## src/sv/iap_pkg.sv

```systemverilog
// shared types and constants for the intercept aim point block
`timescale 1ns / 1ps
package iap_pkg;
	localparam int MaxPassesDef = 5;
	localparam int FracBitsDef  = 16;
	localparam logic [30:0] ShotSpeedRst = 31'd1310720;

	typedef enum logic [1:0] {
		REG_SHOT_SPEED = 2'd0,
		REG_SHOOTER_X  = 2'd1,
		REG_SHOOTER_Y  = 2'd2,
		REG_SHOOTER_Z  = 2'd3
	} cfg_reg_t;

	typedef struct packed {
		logic signed [31:0] target_px;
		logic signed [31:0] target_py;
		logic signed [31:0] target_pz;
		logic signed [31:0] offset_x;
		logic signed [31:0] offset_y;
		logic signed [31:0] offset_z;
		logic signed [31:0] target_vx;
		logic signed [31:0] target_vy;
		logic signed [31:0] target_vz;
		logic        [30:0] target_radius;
	} iap_in_t;

	typedef struct packed {
		logic signed [31:0] aim_x;
		logic signed [31:0] aim_y;
		logic signed [31:0] aim_z;
		logic        [3:0]  passes_used;
		logic               converged;
		logic               saturated;
	} iap_out_t;

	// saturate a 33 bit signed sum to 32 bits
	function automatic logic [32:0] sat33(input logic signed [32:0] v);
		logic [32:0] r;
		if (v > 33'sd2147483647) r = {1'b1, 32'h7fffffff};
		else if (v < -33'sd2147483648) r = {1'b1, 32'h80000000};
		else r = {1'b0, v[31:0]};
		return r;
	endfunction
endpackage

```

## src/sv/intercept_aim_point.sv

```systemverilog
// intercept aim point top level: sequencer and shared arithmetic unit
`timescale 1ns / 1ps
// Computes a lead aim point for one request at a time. The target start point
// (position plus offset) is refined for up to MAX_PASSES passes. Each pass
// measures the shooter distance (three squares, one at a time, on a shared
// 32x32 multiplier, then a bit-serial square root, one result bit per cycle),
// divides it by shot_speed with a restoring divider (one quotient bit per
// cycle), moves the start point along the velocity (three multiplies), gets
// the reach (one multiply) and measures the new distance (three squares and a
// root).
// in_stall is high while a request is at work; the finished result sits in
// its own register, so the next request can be taken while it waits.
// Configuration must be written only while idle; the block does not enforce it.
module intercept_aim_point #(
	parameter int MAX_PASSES = iap_pkg::MaxPassesDef,
	parameter int FRAC_BITS  = iap_pkg::FracBitsDef
) (
	input  logic                 clk,
	input  logic                 arst_n,
	input  logic                 cfg_we,
	input  logic [1:0]           cfg_index,
	input  logic [31:0]          cfg_data,
	input  logic                 in_valid,
	output logic                 in_stall,
	input  iap_pkg::iap_in_t     in_data,
	output logic                 out_valid,
	input  logic                 out_stall,
	output iap_pkg::iap_out_t    out_data
);
	import iap_pkg::*;

	typedef enum logic [8:0] {
		ST_IDLE  = 9'b000000001,
		ST_START = 9'b000000010,
		ST_SQ    = 9'b000000100,
		ST_ROOT  = 9'b000001000,
		ST_DIV   = 9'b000010000,
		ST_MOVE  = 9'b000100000,
		ST_REACH = 9'b001000000,
		ST_CHECK = 9'b010000000,
		ST_DONE  = 9'b100000000
	} state_t;

	localparam int NumW = 32 + FRAC_BITS;
	localparam logic [5:0] NumLast = 6'(NumW - 1);
	// reset speed is 20.0 in the chosen fixed point format
	localparam logic [30:0] ShotSpeedReset = 31'(20 << FRAC_BITS);

	state_t state_q;

	// configuration
	logic [30:0] shot_speed_q;
	logic signed [31:0] shooter_q [3];

	// request working set
	logic signed [31:0] start_q [3];
	logic signed [31:0] vel_q [3];
	logic signed [31:0] guess_q [3];
	logic [30:0] radius_q;
	logic sat_q;
	logic [3:0] passes_q;
	logic second_q;        // low: first distance of pass, high: new distance
	logic [1:0] k_q;       // component counter
	logic [5:0] bit_q;     // serial step counter
	logic [63:0] sum_q;    // sum of squares, also root remainder source
	logic [31:0] root_q;
	logic [33:0] rem_q;
	logic [31:0] dist_q;
	logic [NumW-1:0] num_q; // dividend shifted out msb first
	logic [31:0] quo_q;
	logic dv_ovf_q;        // a quotient bit above bit 31 was set
	logic [31:0] dvrem_q;
	logic [30:0] time_q;
	logic [31:0] reach_q;
	logic [31:0] miss_q;

	// shared multiplier
	logic [31:0] mul_a, mul_b;
	logic [63:0] mul_p;
	assign mul_p = mul_a * mul_b;

	logic signed [32:0] diff_raw;
	logic [32:0] diff_sat;
	logic [31:0] diff_mag;
	always_comb begin
		diff_raw = 33'(guess_q[k_q]) - 33'(shooter_q[k_q]);
		diff_sat = sat33(diff_raw);
		diff_mag = diff_sat[31] ? 32'(-diff_sat[31:0]) : diff_sat[31:0];
		mul_a = diff_mag;
		mul_b = diff_mag;
		if (state_q == ST_MOVE) begin
			mul_a = vel_q[k_q][31] ? 32'(-vel_q[k_q]) : vel_q[k_q];
			mul_b = {1'b0, time_q};
		end else if (state_q == ST_REACH) begin
			mul_a = {1'b0, shot_speed_q};
			mul_b = {1'b0, time_q};
		end
	end

	// root step: two bits of the radicand per cycle; also the divider trial and the saturated move sum
	logic [35:0] rtrial, rnext;
	logic [63:0] mv_shift;
	logic signed [33:0] mv_sum;
	logic [32:0] mv_sat;
	logic [32:0] dv_trial;
	always_comb begin
		rnext   = {rem_q, sum_q[63:62]};
		rtrial  = {2'b00, root_q, 2'b01};
		dv_trial = {dvrem_q, num_q[NumW-1]} - {2'b00, shot_speed_q};
		mv_shift = mul_p >> FRAC_BITS;
		mv_sum = vel_q[k_q][31]
			? 34'(start_q[k_q]) - $signed({2'b00, mv_shift[31:0]})
			: 34'(start_q[k_q]) + $signed({2'b00, mv_shift[31:0]});
		// a move of 2^32 or more always lands outside the 32 bit range
		if (|mv_shift[63:32]) mv_sat = {1'b1, vel_q[k_q][31] ? 32'h80000000 : 32'h7fffffff};
		else if (mv_sum > 34'sd2147483647) mv_sat = {1'b1, 32'h7fffffff};
		else if (mv_sum < -34'sd2147483648) mv_sat = {1'b1, 32'h80000000};
		else mv_sat = {1'b0, mv_sum[31:0]};
	end

	logic [32:0] st_sat;
	assign st_sat = sat33(33'(start_q[k_q]) + 33'(vel_q[k_q]));
	assign in_stall = (state_q != ST_IDLE);

	always_ff @(posedge clk or negedge arst_n) begin
		if (!arst_n) begin
			state_q <= ST_IDLE;
			shot_speed_q <= ShotSpeedReset;
			shooter_q[0] <= '0;
			shooter_q[1] <= '0;
			shooter_q[2] <= '0;
			out_valid <= 1'b0;
		end else begin
			if (cfg_we) begin
				unique case (cfg_reg_t'(cfg_index))
					REG_SHOT_SPEED: shot_speed_q <= cfg_data[30:0];
					REG_SHOOTER_X:  shooter_q[0] <= cfg_data;
					REG_SHOOTER_Y:  shooter_q[1] <= cfg_data;
					REG_SHOOTER_Z:  shooter_q[2] <= cfg_data;
				endcase
			end
			if (out_valid && !out_stall) out_valid <= 1'b0;
			unique case (state_q)
				ST_IDLE: begin
					if (in_valid && !in_stall) begin
						start_q[0] <= in_data.target_px;
						start_q[1] <= in_data.target_py;
						start_q[2] <= in_data.target_pz;
						vel_q[0] <= in_data.offset_x;
						vel_q[1] <= in_data.offset_y;
						vel_q[2] <= in_data.offset_z;
						guess_q[0] <= in_data.target_vx;
						guess_q[1] <= in_data.target_vy;
						guess_q[2] <= in_data.target_vz;
						radius_q <= in_data.target_radius;
						sat_q <= 1'b0;
						passes_q <= '0;
						k_q <= '0;
						state_q <= ST_START;
					end
				end
				ST_START: begin
					// position plus offset, one component per cycle, loading the velocity alongside
					start_q[k_q] <= st_sat[31:0];
					guess_q[k_q] <= st_sat[31:0];
					vel_q[k_q] <= guess_q[k_q];
					if (st_sat[32]) sat_q <= 1'b1;
					if (k_q == 2'd2) begin
						k_q <= '0;
						sum_q <= '0;
						second_q <= 1'b0;
						state_q <= ST_SQ;
					end else k_q <= k_q + 2'd1;
				end
				ST_SQ: begin
					sum_q <= sum_q + mul_p;
					if (diff_sat[32]) sat_q <= 1'b1;
					if (k_q == 2'd2) begin
						k_q <= '0;
						root_q <= '0;
						rem_q <= '0;
						bit_q <= '0;
						state_q <= ST_ROOT;
					end else k_q <= k_q + 2'd1;
				end
				ST_ROOT: begin
					sum_q <= {sum_q[61:0], 2'b00};
					if (rnext >= rtrial) begin
						rem_q <= rnext[33:0] - rtrial[33:0];
						root_q <= {root_q[30:0], 1'b1};
					end else begin
						rem_q <= rnext[33:0];
						root_q <= {root_q[30:0], 1'b0};
					end
					if (bit_q == 6'd31) begin
						if (!second_q) begin
							num_q <= {root_q[30:0], rnext >= rtrial, {FRAC_BITS{1'b0}}};
							dvrem_q <= '0;
							quo_q <= '0;
							dv_ovf_q <= 1'b0;
							bit_q <= '0;
							state_q <= ST_DIV;
						end else begin
							dist_q <= {root_q[30:0], rnext >= rtrial};
							state_q <= ST_CHECK;
						end
					end else bit_q <= bit_q + 6'd1;
				end
				ST_DIV: begin
					num_q <= {num_q[NumW-2:0], 1'b0};
					if (!dv_trial[32]) begin
						dvrem_q <= dv_trial[31:0];
						quo_q <= {quo_q[30:0], 1'b1};
					end else begin
						dvrem_q <= {dvrem_q[30:0], num_q[NumW-1]};
						quo_q <= {quo_q[30:0], 1'b0};
					end
					// a set bit leaving the top of the quotient means overflow
					if (quo_q[31]) dv_ovf_q <= 1'b1;
					if (bit_q == NumLast) begin
						bit_q <= '0;
						k_q <= '0;
						state_q <= ST_MOVE;
					end else bit_q <= bit_q + 6'd1;
				end
				ST_MOVE: begin
					guess_q[k_q] <= mv_sat[31:0];
					if (mv_sat[32]) sat_q <= 1'b1;
					if (k_q == 2'd2) begin
						k_q <= '0;
						state_q <= ST_REACH;
					end else k_q <= k_q + 2'd1;
				end
				ST_REACH: begin
					reach_q <= mv_shift[31:0];
					sum_q <= '0;
					second_q <= 1'b1;
					passes_q <= passes_q + 4'd1;
					state_q <= ST_SQ;
				end
				ST_CHECK: begin
					if (dist_q == '0) miss_q <= '0;
					else if (dist_q > reach_q) miss_q <= dist_q - reach_q;
					else miss_q <= reach_q - dist_q;
					state_q <= ST_DONE;
				end
				ST_DONE: begin
					if (miss_q > {1'b0, radius_q} && passes_q < 4'(MAX_PASSES)) begin
						sum_q <= '0;
						k_q <= '0;
						second_q <= 1'b0;
						state_q <= ST_SQ;
					end else if (!out_valid) begin
						out_data.aim_x <= guess_q[0];
						out_data.aim_y <= guess_q[1];
						out_data.aim_z <= guess_q[2];
						out_data.passes_used <= passes_q;
						out_data.converged <= (miss_q <= {1'b0, radius_q});
						out_data.saturated <= sat_q;
						out_valid <= 1'b1;
						state_q <= ST_IDLE;
					end
				end
				default: state_q <= ST_IDLE;
			endcase
			// quotient clamp: time is the low 31 bits unless the quotient overflows
			if (state_q == ST_DIV && bit_q == NumLast) begin
				if (dv_ovf_q || quo_q[31] || quo_q[30]) begin
					time_q <= 31'h7fffffff;
					sat_q <= 1'b1;
				end else begin
					time_q <= {quo_q[29:0], !dv_trial[32]};
				end
			end
		end
	end

	assert property (@(posedge clk) disable iff (!arst_n)
		out_valid && out_stall |=> out_valid && $stable(out_data))
		else $error("result changed while stalled");
	assert property (@(posedge clk) disable iff (!arst_n)
		state_q != ST_IDLE |-> in_stall)
		else $error("request taken while busy");
	assert property (@(posedge clk) disable iff (!arst_n)
		$rose(out_valid) |-> out_data.passes_used != 4'd0 &&
			out_data.passes_used <= 4'(MAX_PASSES))
		else $error("pass count out of range");
	assert property (@(posedge clk) disable iff (!arst_n)
		$rose(out_valid) |-> $past(state_q) == ST_DONE)
		else $error("result without finished request");
endmodule
```

## config.mk

```make
export PLATFORM = sky130hd
export DESIGN_NAME = intercept_aim_point
export DESIGN_NICKNAME = d
export VERILOG_FILES = /design/src/sv/iap_pkg.sv /design/src/sv/intercept_aim_point.sv
export SDC_FILE = /design/constraint.sdc
export NUM_CORES = 2
export LEC_CHECK = 0
export ABC_CLOCK_PERIOD_IN_PS = 26900
export BUFFER_PORTS_ARGS = -buffer_cell sky130_fd_sc_hd__buf_2
export CELL_PAD_IN_SITES_DETAIL_PLACEMENT = 1
export CELL_PAD_IN_SITES_GLOBAL_PLACEMENT = 1
export CORE_MARGIN = 1.5
export CORE_UTILIZATION = 50
export CTS_CLUSTER_SIZE = 20
export DETAILED_ROUTE_END_ITERATION = 8
export PLACE_DENSITY = 0.93
export SYNTH_ARGS = -nofsm -noshare
export SYNTH_HDL_FRONTEND = slang
export SYNTH_SLANG_ARGS = --single-unit
export TNS_END_PERCENT = 1
```

## constraint.sdc

```tcl
create_clock -name clk -period 26.9 [get_ports clk]
set_clock_uncertainty 0.1 [all_clocks]
set_input_delay 8.07 -clock clk [delete_from_list [all_inputs] [get_ports clk]]
set_output_delay 8.07 -clock clk [all_outputs]
set_load 0.02 [all_outputs]
```

**After elaboration in Yosys (flattened, before gate mapping)**

Memory sizes are Yosys's and may differ from the RTL's. A register that Yosys moved wholly into a read port is not among the register bits.
Index checks and enable logic that the tools add are counted.

- Bits in read-only memories: 0
- Latch bits: 0
- Input port bits: 358
- Output and inout bits: 104
- Bits in writable memories: 288
- Memories: 3
- Flip-flop bits (word level): 558
- Logic and storage cells: 229

- Add/subtract/negate cells: 14
- $mul: 1
- Magnitude comparators: 12
- Shifts and indexed selects: 0
- Bitwise operators: 4
- Muxes and demuxes: 97
- Reductions and logical operators: 45
- Equality and inequality tests: 27
- Divide/modulo/power cells: 0

Memories:

| memory | words | bits a word | rd ports | clocked after memory_dff | write ports | RTL line | RTL |
|---|---|---|---|---|---|---|---|
| guess_q | 3 | 32 | 4 | 4 | 3 | intercept_aim_point.sv:58 | `logic signed [31:0] guess_q [3];` |
| start_q | 3 | 32 | 1 | 1 | 3 | intercept_aim_point.sv:56 | `logic signed [31:0] start_q [3];` |
| vel_q | 3 | 32 | 1 | 1 | 3 | intercept_aim_point.sv:57 | `logic signed [31:0] vel_q [3];` |

Operators by type and width:

| cell | count |
|---|---|
| $mux 32 | 18 |
| $pmux 64 s5 | 1 |
| $mux 33 | 7 |
| $pmux 32 s2 | 3 |
| $mux 64 | 2 |
| $mux 34 | 3 |
| $mux 48 | 2 |
| $pmux 48 s2 | 1 |
| $reduce_or 32->1 | 3 |
| $pmux 9 s9 | 1 |
| $mux 9 | 8 |
| $pmux 34 s2 | 1 |
| $gt 33x32->1 const B | 2 |
| $lt 33x32->1 const B | 2 |
| $add 64x64->64 | 1 |
| $bmux 32 s2 | 1 |
| $mul 32x32->64 | 1 |
| $neg 32->32 | 2 |
| $sub 32x32->32 | 2 |
| $ge 36x34->1 | 1 |
| $add 32x33->34 | 1 |
| $gt 34x32->1 const B | 1 |
| $lt 34x32->1 const B | 1 |
| $sub 32x33->34 | 1 |
| other kinds (59) | 134 |

**Longest topological paths before layout**

- Word-level depth: 23
- Depth in mapped cells: 75
- Mapped depth without buffers: 65

**Least setup slack after synthesis**

OpenSTA, ideal clock, no wires.

- Kind: reg-to-reg
- From: reg (tool-made name)
- To: mem guess_q[2][28], data pin
- Path buffers: 11
- Arrival time: 18954 ps
- Stages on the path, launching flop included: 71
- Clock period less this slack: 19319 ps
- Slack: 7581 ps
- Data required time: 26534 ps
- Library setup time: 266 ps
- Cell sequence: dfxtp_1 > clkbuf_1 > buf_1 > clkbuf_1 > buf_2 > clkbuf_1 > buf_1 > mux4_2 > ha_1 > a21oi_1 > o21ai_0 > a221o_1 > a31o_2 > and4_1 > or3_1 > o21ai_0 > o21ai_0 > a211oi_1 > (+35 left out) > ha_1 > clkbuf_1 > nand3_1 > a211oi_1 > a211oi_1 > o221ai_1 > o311a_1 > a311oi_1 > o21ai_0 > o21ai_1 > nor3b_1 > o21ai_0 > mux2i_1 > nor2_1 > a311oi_1 > buf_2 > a21boi_2 > o31ai_1

RTL lines:

| element | RTL line |
|---|---|
| end: declaration | intercept_aim_point.sv:58 |

==> results.json <==
{
  "status": "finished, violations left",
  "violations": "capacitance limit, slew limit",
  "dpl_cell_area_um2": 99100,
  "post_cts_buffers": 0,
  "slew_violations": 6,
  "tns_ns": 0,
  "drive_gt1_share_pct": 11.7,
  "preCtsSetupSlack_ns": 5.30,
  "holdPathStages": 0,
  "cap_violations": 1,
  "numCtsBuffers": 112,
  "worstSetupStartpointType": "register",
  "overflow": 0,
  "relSlewSlack_pct": -15.4,
  "synth_area_per_cell_um2": 9.69,
  "critPathArrivalTime_ns": 22.95,
  "slowest_delay_ns": 1.12,
  "firstDrtPassIters": 6,
  "final_area_um2": 103000,
  "multi_input_area_um2": 57900,
  "drc": 0,
  "n_fill_cell": 20800,
  "floorplan.rows": 158,
  "cts.sink_count": 1024,
  "grt_pass1_vias": 87400,
  "finalCriticalPeriod_ns": 22.50,
  "synth-edff-count": 885,
  "setup_ws_ns": 4.40,
  "required_ns": 27.35,
  "grt_max_degree": 86,
  "ys.flop_type": "edfxtp_1",
  "end_kind": "register",
  "dieWidth_um": 436,
  "vias": 81100,
  "ys_async_sr_fraction_pct": 13.4,
  "timing.critical_path.mode_cell": "fa_1",
  "worstSetupPathType": "reg2reg",
  "cts_tree": "built",
  "syn_inst": 9661,
  "hold_ws_ns": 0.325,
  "cts_resized": 0,
  "hold_viol_final": 0,
  "synth_top_area_share_pct": 28.4,
  "synth_cell_types": 100,
  "area_growth_syn_to_layout_pct": 10.1,
  "dpl.hpwl_um": 305000,
  "regArea_um2": 30100,
  "dieArea_um2": 190000,
  "reg2reg_depth": 59,
  "antenna_found_initial": 36,
  "yosysWarnings": 0,
  "setup_violations": 0,
  "clk_path_buf_depth": 3,
  "synth.area.top_cells": "edfxtp_1 28%, fa_1 19%, ha_1 7.9%",
  "port_buffers": 461,
  "ctsHoldBuffers": 0,
  "drtIter0Drc": 8987,
  "htreeDepth": 3,
  "rsz0062_at_grt": "false",
  "root_buffer": "clkbuf_16",
  "avgViaCountPerCell": 6.45,
  "min_path_type": "reg2reg",
  "synth_largest_area_cell": "edfxtp_1",
  "ant_nets": 0,
  "insertion_delay_ns": 0.88,
  "grt_pass1_wl_um": 582000,
  "gp_congestion": 1.01,
  "path_clk_slew_ns": 0.07,
  "ys_ff_latch": 1024,
  "fmax_mhz": 44.4,
  "min_period_over_period_pct": 83.7,
  "slowest_stage": "o21ai_1",
  "nets": 11800,
  "core_um2": 186000,
  "worst_pin_slew_ns": 1.72,
  "grt.total_usage_pct": 41.6,
  "die_y_um": 436,
  "critPathMaxFanout": 34,
  "pin_count": 462,
  "start_util_pct": 50.4,
  "wl_per_cell_um": 31.7,
  "routed_wl_um": 398000,
  "yosysSeqAreaShare_pct": 32.1,
  "netlist_area_um2": 93700
}
synthesized netlist by cell type (133+ instances only):
library cell / number
xnor2_1: 227
dfrtp_1: 134
fa_1: 903
nor2_1: 946
edfxtp_1: 885
inv_1: 1169
o21ai_0: 463
xor2_1: 133
a21o_1: 152
ha_1: 588
a21oi_1: 438
clkbuf_1: 393
nand2_1: 1479
routing by layer:
layer	up-vias	wire (um)	track usage, %
met1	40900	138000	48.5
met2	5317	178000	64.7
li1	33100	-	-
met3	1767	41000	10.4
met4	26	41100	34.8
met5	-	160	0
layout by cell type (no fill, tap or decap), drive strengths merged, types with 49 or more instances in the layout:
| cell type | count |
|---|---|
| a211oi | 65 |
| nor2b | 72 |
| fa | 903 |
| nor3 | 92 |
| inv | 1173 |
| xor2 | 133 |
| a21o | 152 |
| or2 | 54 |
| o21a | 89 |
| o31ai | 71 |
| nand2 | 1480 |
| nand4 | 49 |
| nand2b | 93 |
| nand3 | 84 |
| o21bai | 60 |
| o21ai | 483 |
| mux2i | 98 |
| xnor2 | 228 |
| dfrtp | 134 |
| edfxtp | 885 |
| clkbuf | 136 |
| nor2 | 946 |
| and2 | 102 |
| mux4 | 95 |
| mux2 | 105 |
| a21oi | 438 |
| buf | 639 |
| ha | 588 |
layout make-up:
cell class	instances	share of cell area, %
repair buffers	639	3.54
multi-input cells	7030	56.1
diodes	29	0.0704
clock buffers	136	2.92
well taps	2480	3.01
clock inverters	75	0.927
inverters	1169	4.26
flip-flops and latches	1024	29.1
final timing paths:
kind / startpoint / end / slack [ns]
max in group asynchronous: arst_n / shooter_q[23] / 18.10
hold / removal: root_q[0] / dist_q[1] / 0.32
hold reg to reg: root_q[0] / dist_q[1] / 0.32
setup / recovery: register / guess_q[0][26] / 4.40
setup reg to reg: register / guess_q[0][26] / 4.40
min in group asynchronous: arst_n / out_valid / 7.17
flip-flops by register name (all words and copies together) (netlist names), 9 cells and up, named ones only:
name / flops
vel_q: 128
miss_q: 32
shot_speed_q: 31
root_q: 32
dvrem_q: 32
rem_q: 34
radius_q: 31
out_data: 102
num_q: 32
state_q: 9
quo_q: 32
guess_q: 128
start_q: 128
reach_q: 32
time_q: 31
sum_q: 64
dist_q: 32
shooter_q: 96
through the flow:
step / utilization (%) / std cells
finish: 55.5 / 12600
global route: 55.5 / 12600
CTS: 55.4 / 12600
detailed placement: 53.3 / 12300
global placement: 53.3 / 12300
floorplan: - / 9674
cells by family (layout without fill, tap and decap cells):
family	after synthesis	count (layout)	synth area share, %
DFF	1024	1024	32.1
buffers and inverters	1620	2019	6.53
and+or+nand+nor	3132	3132	14.4
muxes	298	298	4.59
adders and majority gates	1506	1506	27.3
other	2	44	0.00802
xor gates and xnor gates	362	362	3.41
AOI/OAI and AO/OA	1717	1717	11.7
worst max-delay path: cells and delay by family (launching register included):
| kind | cells | cell delay [ns] |
|---|---|---|
| multiplexers | 2 | 1.07 |
| buffers and inverters | 8 | 1.50 |
| AND/OR/NAND/NOR | 14 | 3.85 |
| AO/OA/AOI/OAI | 21 | 8.53 |
| XOR/XNOR | 3 | 0.81 |
| flip-flops | 1 | 0.78 |
| adder cells (fa/ha/maj) | 11 | 5.36 |
Power is left out: the tool's default activity adds up to more than one toggle a clock period on the data nets, which glitch-free logic cannot reach.
